--- src/hw/rtl/assert_macros.svh ---
// ----------------------------------------------------------------------------
// Assertion macros
// Shared concurrent assertion wrappers for the RTL blocks.
// ----------------------------------------------------------------------------
`ifndef ASSERT_MACROS_SVH
`define ASSERT_MACROS_SVH

// Implication checked on every rising edge, switched off while reset is held.
`define ASSERT_CLK(label, clk_i, rst_ni, prop, msg) \
  label: assert property (@(posedge clk_i) disable iff (!rst_ni) prop) else $error(msg);

// Same check, also active during reset.
`define ASSERT_ALWAYS(label, clk_i, prop, msg) \
  label: assert property (@(posedge clk_i) prop) else $error(msg);

`endif

--- src/hw/rtl/pcd_pkg.sv ---
// ----------------------------------------------------------------------------
// Polyline coordinate decoder package
// Types and constants of the polyline character decoding.
// ----------------------------------------------------------------------------
package pcd_pkg;

  localparam int unsigned CharW  = 8;
  localparam int unsigned CoordW = 32;
  localparam int unsigned ChunkW = 5;
  localparam int unsigned CountW = 3;
  localparam int unsigned ShiftW = 6;

  localparam logic [CharW-1:0]  CHAR_OFFSET = 8'd63;
  localparam logic [CharW-1:0]  CHUNK_MASK  = 8'h1f;
  localparam logic [CharW-1:0]  CONT_LOW    = 8'h20;
  localparam logic [CharW-1:0]  CONT_HIGH   = 8'h7f;
  localparam logic [CountW-1:0] LAST_CHUNK  = 3'd7;

  typedef logic [CoordW-1:0] coord_t;
  typedef logic [CountW-1:0] count_t;

  // Undo the zig-zag sign folding of a finished number.
  function automatic coord_t unfold(input coord_t a);
    coord_t h;
    h = {a[CoordW-1], a[CoordW-1:1]};
    return a[0] ? ~h : h;
  endfunction

endpackage

--- src/hw/rtl/polyline_coordinate_decoder_core.sv ---
// ----------------------------------------------------------------------------
// Polyline coordinate decoder core
// Decodes a stream of polyline characters into signed integer coordinates.
// ----------------------------------------------------------------------------
// The core takes one character word per cycle and gives one coordinate word
// for each character that ends a number, latitude and longitude in turn. A
// character passes through an input register and then the decode logic into
// the result register, and the accumulator takes each character as it leaves
// the input register. The input stalls only while the result register holds
// a word that the receiver is stalling.
`include "assert_macros.svh"

module polyline_coordinate_decoder_core
  import pcd_pkg::*;
(
  input  logic                clk,
  input  logic                rst_n,
  input  logic                in_valid,
  output logic                in_stall,
  input  logic [CharW-1:0]    in_char_code,
  input  logic                in_first_char,
  output logic                out_valid,
  input  logic                out_stall,
  output logic signed [CoordW-1:0] out_coord_value,
  output logic                out_is_longitude,
  output logic                out_overflow
);

  logic               s1_valid_r;
  logic [CharW-1:0]   s1_char_r;
  logic               s1_first_r;

  coord_t             acc_r;
  coord_t             acc_nxt;
  count_t             cnt_r;
  count_t             cnt_nxt;
  logic               lon_r;
  logic               lon_nxt;

  logic               out_valid_r;
  coord_t             out_value_r;
  logic               out_lon_r;
  logic               out_ovf_r;

  logic               out_free;
  logic               step;
  logic               res_load;
  logic [CharW-1:0]   v;
  logic               cont;
  coord_t             acc_base;
  count_t             cnt_base;
  logic               lon_base;
  logic [ShiftW-1:0]  shift_amt;
  logic [CoordW+ChunkW-1:0] placed;
  coord_t             acc_or;

  assign out_free = !out_valid_r || !out_stall;
  assign in_stall = s1_valid_r && !out_free;
  assign step     = s1_valid_r && out_free;

  always_comb begin
    v         = s1_char_r - CHAR_OFFSET;
    cont      = (v >= CONT_LOW) && (v <= CONT_HIGH);
    acc_base  = s1_first_r ? '0 : acc_r;
    cnt_base  = s1_first_r ? '0 : cnt_r;
    lon_base  = s1_first_r ? 1'b0 : lon_r;
    shift_amt = {1'b0, cnt_base, 2'b00} + {{(ShiftW-CountW){1'b0}}, cnt_base};
    placed    = {{CoordW{1'b0}}, v[ChunkW-1:0] & CHUNK_MASK[ChunkW-1:0]} << shift_amt;
    acc_or    = acc_base | placed[CoordW-1:0];
    res_load  = step && !(cont && (cnt_base != LAST_CHUNK));
    if (!step) begin
      acc_nxt = acc_r;
      cnt_nxt = cnt_r;
      lon_nxt = lon_r;
    end else if (res_load) begin
      acc_nxt = '0;
      cnt_nxt = '0;
      lon_nxt = !lon_base;
    end else begin
      acc_nxt = acc_or;
      cnt_nxt = cnt_base + count_t'(1);
      lon_nxt = lon_base;
    end
  end

  always_ff @(posedge clk) begin
    if (!rst_n) begin
      s1_valid_r  <= 1'b0;
      out_valid_r <= 1'b0;
      acc_r       <= '0;
      cnt_r       <= '0;
      lon_r       <= 1'b0;
    end else begin
      if (!in_stall) begin
        s1_valid_r <= in_valid;
      end
      if (out_free) begin
        out_valid_r <= res_load;
      end
      acc_r <= acc_nxt;
      cnt_r <= cnt_nxt;
      lon_r <= lon_nxt;
    end
  end

  always_ff @(posedge clk) begin
    if (!in_stall && in_valid) begin
      s1_char_r  <= in_char_code;
      s1_first_r <= in_first_char;
    end
    if (res_load) begin
      out_value_r <= unfold(acc_or);
      out_lon_r   <= lon_base;
      out_ovf_r   <= cont;
    end
  end

  assign out_valid        = out_valid_r;
  assign out_coord_value  = out_value_r;
  assign out_is_longitude = out_lon_r;
  assign out_overflow     = out_ovf_r;

  `ASSERT_CLK(a_clear_after_result, clk, rst_n, res_load |=> (acc_r == '0 && cnt_r == '0),
    "accumulator not cleared after a result")
  `ASSERT_CLK(a_pair_toggle, clk, rst_n, (res_load && !s1_first_r) |=> (lon_r != $past(lon_r)),
    "pair toggle did not advance")
  `ASSERT_CLK(a_stall_needs_result, clk, rst_n, in_stall |-> (out_valid_r && s1_valid_r),
    "input stalled without a held result")

endmodule
--- config.mk ---
export PLATFORM = sky130hd
export DESIGN_NAME = polyline_coordinate_decoder_core
export DESIGN_NICKNAME = d
export VERILOG_FILES = /design/src/hw/rtl/pcd_pkg.sv /design/src/hw/rtl/polyline_coordinate_decoder_core.sv
export VERILOG_INCLUDE_DIRS = /design/src /design/src/hw/rtl
export SDC_FILE = /design/constraint.sdc
export NUM_CORES = 1
export LEC_CHECK = 0
export CELL_PAD_IN_SITES_DETAIL_PLACEMENT = 1
export CELL_PAD_IN_SITES_GLOBAL_PLACEMENT = 1
export CORE_ASPECT_RATIO = 0.6
export CORE_MARGIN = 4
export CORE_UTILIZATION = 54
export CTS_CLUSTER_SIZE = 25
export DETAILED_ROUTE_END_ITERATION = 10
export DONT_BUFFER_PORTS = 1
export GPL_ROUTABILITY_DRIVEN = 0
export PLACE_DENSITY = 0.89
export SLEW_MARGIN = 20
export SYNTH_ARGS = -nofsm -noshare
export SYNTH_HDL_FRONTEND = slang
export SYNTH_SLANG_ARGS = --single-unit
--- constraint.sdc ---
create_clock -name clk -period 5.33 [get_ports clk]
set_input_delay 1.066 -clock clk [delete_from_list [all_inputs] [get_ports clk]]
set_output_delay 1.066 -clock clk [all_outputs]
set_load 0.02 [all_outputs]
==> metrics.md, run 1 <==
| Metric | Value |
|---|---|
| Hold Fails Final Rpt | 0 |
| Clock skew after layout | 0.00956 ns |
| Worst Setup End Kind | flop |
| Row Count | 24 |
| Aggregate global-route resource usage | 25.0% |
| Peak ir drop on the vdd network | 271 uV |
| Data required time at the worst endpoint | 5.42 ns |
| Cell type of the slowest stage on the worst timing path | a21boi_1 |
| Signed area change from the synthesized netlist to the final layout | 8.52% |
| Slowest Stage Delay on Critical Path | 0.70 ns |
| Antenna violations before repair | 0 |
| Per-instance average area after synthesis | 11.0 um^2 |
| Routed via count | 3041 |
| Fraction of power spent switching nets | 25.4% |
| CTS tree | built |
| Dominant combinational cell family by area after synthesis | compound AO/OA/AOI/OAI gates |
| Part of the Yosys area used for sequential elements | 50.4% |
| Top FF cell, synth | edfxtp_1 |
| Yosys warnings | 0 |
| Drt wl/cell | 23.3 um |
| Post-synthesis adder-cell area fraction | 1.56% |
| Gate count after technology mapping | 363 |
| Height of the die | 74.8 um |
| Power per cell area | 333 nW/um^2 |
| Wire length of the first global-routing pass | 16800 um |
| Status | finished, final reports clean |
| Proportion of power drawn by flip-flops and latches | 48.8% |
| Post-synthesis xor/xnor area fraction | 7.86% |
| Ports | 49 |
| Highest achievable clock rate | 270 MHz |
| DRC violations left | 0 |
| Cell area after technology mapping | 4010 um^2 |
| Top-count cell post-synth | edfxtp_1 |
| Initial Util | 55.4% |
| Compound-Gate Fraction of Synth Area | 22.2% |
| Worst Slack Setup Final | 1.62 ns |
| Internal power consumption | 1.08 mW |
| Clock-pin transition on the worst setup and hold timing paths | 0.07 ns |
| Total iterations of the first detailed-routing run | 6 |
| Largest area contributor in the netlist | edfxtp_1 |
| Number of enable flip-flop cells after synthesis | 42 |
| Total nets after synthesis | 381 |
| Die extent in x | 119 um |
| Arrival @ worst endpoint | 3.80 ns |
| Most area-consuming cells after synthesis | edfxtp_1 (31%), dfxtp_1 (19%), xnor2_1 (3.9%), xor2_1 (3.9%), o2bb2ai_1 (2.8%) |
| Worst-margin pin slew | 1.06 ns |
| Share of the cycle needed by the critical path after routing | 69.5% |
| Leakage power | 1.53 nW |
| Final layout net count | 371 |
| Number of post-CTS setup repair buffers | 0 |
| Hold Path Class | reg2reg |
| Number of cells in the finished layout apart from fillers | 462 |
| Post-layout utilization of the core | 60.1% |
| H-tree lvl count | 3 |
| Clock buffer depth | 2 |
| Die area | 8910 um^2 |
| Ranking of synthesized cells by instance count | edfxtp_1 (42), dfxtp_1 (38), nand2_1 (24), nor2_1 (19) |
| Classification of the worst setup path | reg2reg |
| Family with the most delay on the worst path | simple AND/OR/NAND/NOR gates |
| Clock insertion delay at the later pin of the skew report | 0.35 ns |
| Clock Power Share | 42.8% |
| Count of cells resized by post-cts repair | 0 |
| Switching power total | 0.369 mW |
| Final antenna diode count | 0 |
| TritonCTS buffer count | 9 |
| Root buffer cell | clkbuf_16 |
| Count of antenna-violating nets left after detailed routing | 0 |
| Area of the placeable core | 7240 um^2 |
| Via count of the first global-routing pass | 3038 |
| Total non-filler cell area in the finished layout | 4350 um^2 |
| Yosys cell types | 64 |
| PortBufs | 0 |
| Setup repair after global routing missed its margin | false |
| Wire length after detailed routing | 10800 um |
| Hold buffer count at cts | 0 |
| Proportion of netlist area held by the largest area contributor | 31.5% |
| Setup crit start kind | flop |
| Setup TNS Final | 0 ns |
| Ordered cell list for the critical path | nand2b_1, inv_2, ha_1, ha_1, or3_1, a21boi_1, and2_1, a221o_1, xnor2_1 |
| Number of synthesized register bits | 80 |
| Sum of net half-perimeters after detailed placement | 7450 um |
| Number of buffers and inverters on the critical path | 1 |
| CTS Sinks | 80 |
| Minimum setup slack after placement | 1.34 ns |
| Clock period minus worst slack | 3.71 ns |
| Placed instance count | 445 |
| Share of cells above drive strength 1 | 10.1% |
| Slew Limit Headroom | 28.8% |
| Simple-gate portion of the synthesized area | 12.0% |
| Via-to-Cell Ratio | 6.58 |
| Most numerous cell on the critical path | ha_1 |
| Largest net degree at the start of global routing | 33 |
| Critical Path Fanout Max | 13 |
| Placed Area | 4040 um^2 |
| Share of cell area taken by muxes after synthesis | 1.28% |
| Count of endpoints failing setup in the final report | 0 |
| Number of max-cap violations | 0 |
| Max-slew violation count | 0 |
| Share of flip-flops with an asynchronous set or reset | 0% |
| Starting DRC count in detailed routing | 319 |
| Proportion of power drawn by combinational gates | 8.4% |
| Aggregate global routing overflow | 0 |
[power by group through the flow]
| stage | Combinational (mW) | Sequential [mW] | Clock, mW |
|---|---|---|---|
| floorplan | 0.0964 | 0.713 | 0 |
| global placement | 0.111 | 0.719 | 0 |
| detailed placement | 0.118 | 0.720 | 0 |
| CTS | 0.119 | 0.707 | 0.626 |
| global route | 0.132 | 0.709 | 0.655 |
| finish | 0.122 | 0.707 | 0.620 |
[sequential cells by signal, summed over array words and instances (netlist names), 3 cells and up]
signal,flops
acc_r,32
out_coord_value,31
s1_char_r,8
cnt_r,3
[path summary, 6_finish.rpt]
kind	cells past startpoint	endpoint	from	slack (ns)
hold / removal	2	acc_r[9]$_SDFFE_PN0P_	acc_r[9]$_SDFFE_PN0P_	0.47
setup / recovery	9	out_coord_value[24]$_DFFE_PP_	s1_first_r$_DFFE_PP_	1.62
hold reg to reg	2	acc_r[9]$_SDFFE_PN0P_	acc_r[9]$_SDFFE_PN0P_	0.47
setup reg to reg	9	out_coord_value[24]$_DFFE_PP_	s1_first_r$_DFFE_PP_	1.62
[final cells by class]
cell class | instances | area, um^2
fill | 748 | 2890
sequential | 80 | 2020
multi-input combinational | 244 | 1810
clock buffer | 10 | 229
tap | 104 | 130
clock inverter | 6 | 67.6
timing repair buffer | 6 | 48.8
inverter | 12 | 45.0
[through the flow]
stage          hold WS [ns]  power (mW)
3_5_place_dp          0.447       0.838
6_report              0.468        1.45
2_1_floorplan         0.424       0.809
5_1_grt               0.483        1.50
4_1_cts               0.462        1.45
3_3_place_gp          0.435       0.830
[routing by layer]
layer  vias up  share of wire, %  wire, um  global-route usage [%]
met2       147                47      5000                    39.6
met3        23               7.5       807                    8.03
met5         -                 0         0                       0
met1      1495                44      4710                    33.0
li1       1376                 -         -                       -
met4         0               2.1       231                    8.34
[placed cells by master (no fill, tap or decap), types with 6 or more instances in the layout]
cell type,instances
a21oi_1,11
a222oi_1,9
a22o_1,11
a32o_1,9
clkbuf_16,9
dfxtp_1,38
edfxtp_1,42
inv_1,11
nand2_1,24
nand2b_1,6
nor2_1,18
o21ai_0,14
o2bb2ai_1,13
xnor2_1,18
xor2_1,18
[kinds of logic (layout without fill, tap and decap cells)]
group,count (synthesis),in the layout
buffers and inverters,39,34
AND/OR/NAND/NOR,90,90
flip-flops,80,80
multiplexers,5,5
AO/OA/AOI/OAI,108,108
adder cells (fa/ha/maj),5,5
XOR/XNOR,36,36
[worst reg2reg max path: cells and delay by family, from the launching register on]
kind | cells | cell delay (ns)
simple gates | 3 | 1.12
compound gates | 2 | 0.92
flops | 1 | 0.67
fa+ha+maj | 2 | 0.53
buf+inv | 1 | 0.16
xor+xnor | 1 | 0.08
Power figures use the tool's default switching activity.
==> inputs of run 2 (changes only) <==
--- a/config.mk
+++ b/config.mk
@@ -10,12 +10,12 @@
 export CELL_PAD_IN_SITES_GLOBAL_PLACEMENT = 1
 export CORE_ASPECT_RATIO = 0.6
 export CORE_MARGIN = 4
-export CORE_UTILIZATION = 54
+export CORE_UTILIZATION = 45
 export CTS_CLUSTER_SIZE = 25
 export DETAILED_ROUTE_END_ITERATION = 10
 export DONT_BUFFER_PORTS = 1
 export GPL_ROUTABILITY_DRIVEN = 0
-export PLACE_DENSITY = 0.89
+export PLACE_DENSITY = 0.8
 export SLEW_MARGIN = 20
 export SYNTH_ARGS = -nofsm -noshare
 export SYNTH_HDL_FRONTEND = slang
==> constraint.sdc (replaced) <==
create_clock -name clk -period 3 [get_ports clk]
set_input_delay 0.6 -clock clk [delete_from_list [all_inputs] [get_ports clk]]
set_output_delay 0.6 -clock clk [all_outputs]
set_load 0.02 [all_outputs]
==> metrics.md, run 2 (synthesis results as in run 1) <==
| Metric | Value |
|---|---|
| Clock period minus worst slack | 2.83 ns (-0.876 ns) |
| Area of the placeable core | 8590 um^2 (+19%) |
| Final hold slack | 0.350 ns (-0.118 ns) |
| Placed Area | 4220 um^2 (+4.5%) |
| Global-route track usage on met1 | 30.1% (-2.9 points) |
| Total non-filler cell area in the finished layout | 4520 um^2 (+3.8%) |
| Clock buffer depth | 2 (unchanged) |
| Hold Fails Final Rpt | 0 (unchanged) |
| CTS Sinks | 80 (unchanged) |
| Row Count | 26 (+8.3%) |
| Number of max-cap violations | 0 (unchanged) |
| Total iterations of the first detailed-routing run | 5 (-1) |
| Routed via count | 3065 (+0.79%) |
| Clock skew after layout | 0.00357 ns (-0.00599 ns) |
| Hold buffer count at cts | 0 (unchanged) |
| PortBufs | 0 (unchanged) |
| Largest net degree at the start of global routing | 34 (+3.0%) |
| Hold Path Class | in2reg |
| Aggregate global-route resource usage | 21.8% (-3.1 points) |
| Top library cells by usage in the layout, fill and taps aside | edfxtp_1 (42), dfxtp_1 (38), buf_4 (26) |
| Classification of the worst setup path | reg2reg |
| Antenna violations before repair | 1 (+1) |
| Data required time at the worst endpoint | 3.09 ns (-2.33 ns) |
| Share of the cycle needed by the critical path after routing | 94.3% (+25 points) |
| Number of cells in the finished layout apart from fillers | 492 (+6.5%) |
| Register ranked first by flip-flop count | acc_r |
| Final layout net count | 393 (+5.9%) |
| Height of the die | 81.1 um (+8.5%) |
| Slew Limit Headroom | 45.3% (+17 points) |
| Root buffer cell | clkbuf_16 |
| Drt wl/cell | 22.5 um (-3.3%) |
| Ports | 49 (unchanged) |
| Flip-flop count of the largest register after layout | 32 (unchanged) |
| Routing usage on met3 | 6.83% (-1.2 points) |
| Count of antenna-violating nets left after detailed routing | 0 (unchanged) |
| Setup TNS Final | 0 ns (unchanged) |
| Max-slew violation count | 0 (unchanged) |
| Clock-pin transition on the worst setup and hold timing paths | 0.06 ns (about the same) |
| Initial Util | 46.7% (-8.7 points) |
| Clock insertion delay at the later pin of the skew report | 0.34 ns (about the same) |
| Peak ir drop on the vdd network | 254 uV (-6.3%) |
| Reg2Reg Launch Point | s1_first_r$_DFFE_PP_ |
| Placed instance count | 474 (+6.5%) |
| DRC violations left | 0 (unchanged) |
| Worst Min Path Start | in_char_code[2] |
| Arrival @ worst endpoint | 2.92 ns (-0.88 ns) |
| Wire length after detailed routing | 11100 um (+3.0%) |
| Starting DRC count in detailed routing | 308 (-3.4%) |
| Setup crit start kind | flop |
| Busiest layer in global routing | met2 |
| Count of endpoints failing setup in the final report | 0 (unchanged) |
| Power per cell area | 554 nW/um^2 (+66%) |
| Crit. Startpoint | s1_first_r$_DFFE_PP_ |
| Signed area change from the synthesized netlist to the final layout | 12.6% |
| Aggregate global routing overflow | 0 (unchanged) |
| Leakage power | 1.63 nW (+6.8%) |
| H-tree lvl count | 3 (unchanged) |
| Highest achievable clock rate | 353 MHz (+31%) |
| Worst Setup End Kind | flop |
| Final antenna diode count | 0 (unchanged) |
| TritonCTS buffer count | 9 (unchanged) |
| CTS tree | built |
| Share of cells above drive strength 1 | 15.5% (+5.5 points) |
| Wire length of the first global-routing pass | 17100 um (+1.5%) |
| Most common library cell in the layout ignoring fill and taps | edfxtp_1 |
| Critical Path Fanout Max | 7 (-6) |
| Worst-margin pin slew | 0.819 ns (-0.245 ns) |
| Die extent in x | 130 um (+8.9%) |
| Sum of net half-perimeters after detailed placement | 7910 um (+6.2%) |
| Met2 routing resource usage after global routing | 32.7% (-6.9 points) |
| Die area | 10500 um^2 (+18%) |
| Via count of the first global-routing pass | 3069 (+1.0%) |
| Status | finished, final reports clean |
| Via-to-Cell Ratio | 6.23 (-5.4%) |
-- run 2: cell count changes in the layout (fill, tap and decap cells not counted), sizes merged --
cell and change:
clkinvlp -2, bufinv -1, buf +22, clkbuf +3
-- run 2: timing repair --
action | 4_1_cts | 5_1_grt
buffers inserted | 0 | 2
setup endpoints to repair | 0 | 33
resized for setup | 0 | 4
-- run 2: per-layer routing --
| metal | vias to the layer above | share of wire, % |
|---|---|---|
| met3 | 11 | 8.1 |
| met1 | 1526 | 46 |
| met4 | 2 | 1.3 |
| met2 | 110 | 44 |
| li1 | 1416 | - |
| met5 | - | 0.12 |
-- run 2: through the flow --
step	setup WS, ns	total power [mW]	util (%)
finish	0.171	2.50	52.6
global route	-0.000689	2.59	52.6
CTS	0.102	2.52	52.3
detailed placement	0.116	1.50	49.2
global placement	0.247	1.49	49.2
floorplan	0.154	1.44	-
-- run 2: final timing paths --
kind | endpoint | slack [ns] | cells past startpoint
max | out_coord_value[17]$_DFFE_PP_ | 0.17 | 11
min reg2reg | acc_r[20]$_SDFFE_PN0P_ | 0.47 | 1
min | s1_char_r[2]$_DFFE_PP_ | 0.35 | 0
max reg2reg | out_coord_value[17]$_DFFE_PP_ | 0.17 | 11
-- run 2: report_power, final --
part | leakage [nW] | switching, mW | internal (mW)
combinational | 0.798 | 0.152 | 0.0809
sequential | 0.701 | 0.0513 | 1.20
clock | 0.134 | 0.434 | 0.582
total | 1.63 | 0.638 | 1.86
-- run 2: cell type report --
| class | count | area, um^2 |
|---|---|---|
| Sequential cell | 80 | 2020 |
| Clock inverter | 3 | 16.3 |
| Tap cell | 112 | 140 |
| Fill cell | 917 | 4070 |
| Multi-Input combinational cell | 244 | 1820 |
| Inverter | 12 | 45.0 |
| Clock buffer | 13 | 250 |
| Timing Repair Buffer | 28 | 226 |
-- run 2: critical path, stage by stage, from the launching register on --
cell and delay, ns:
edfxtp_1 0.45, nand2b_2 0.26, inv_1 0.18, ha_1 0.20
ha_1 0.17, buf_4 0.15, nor2_1 0.07, nand3b_1 0.31
buf_4 0.25, nor4_1 0.19, a221o_1 0.24, xnor2_1 0.10
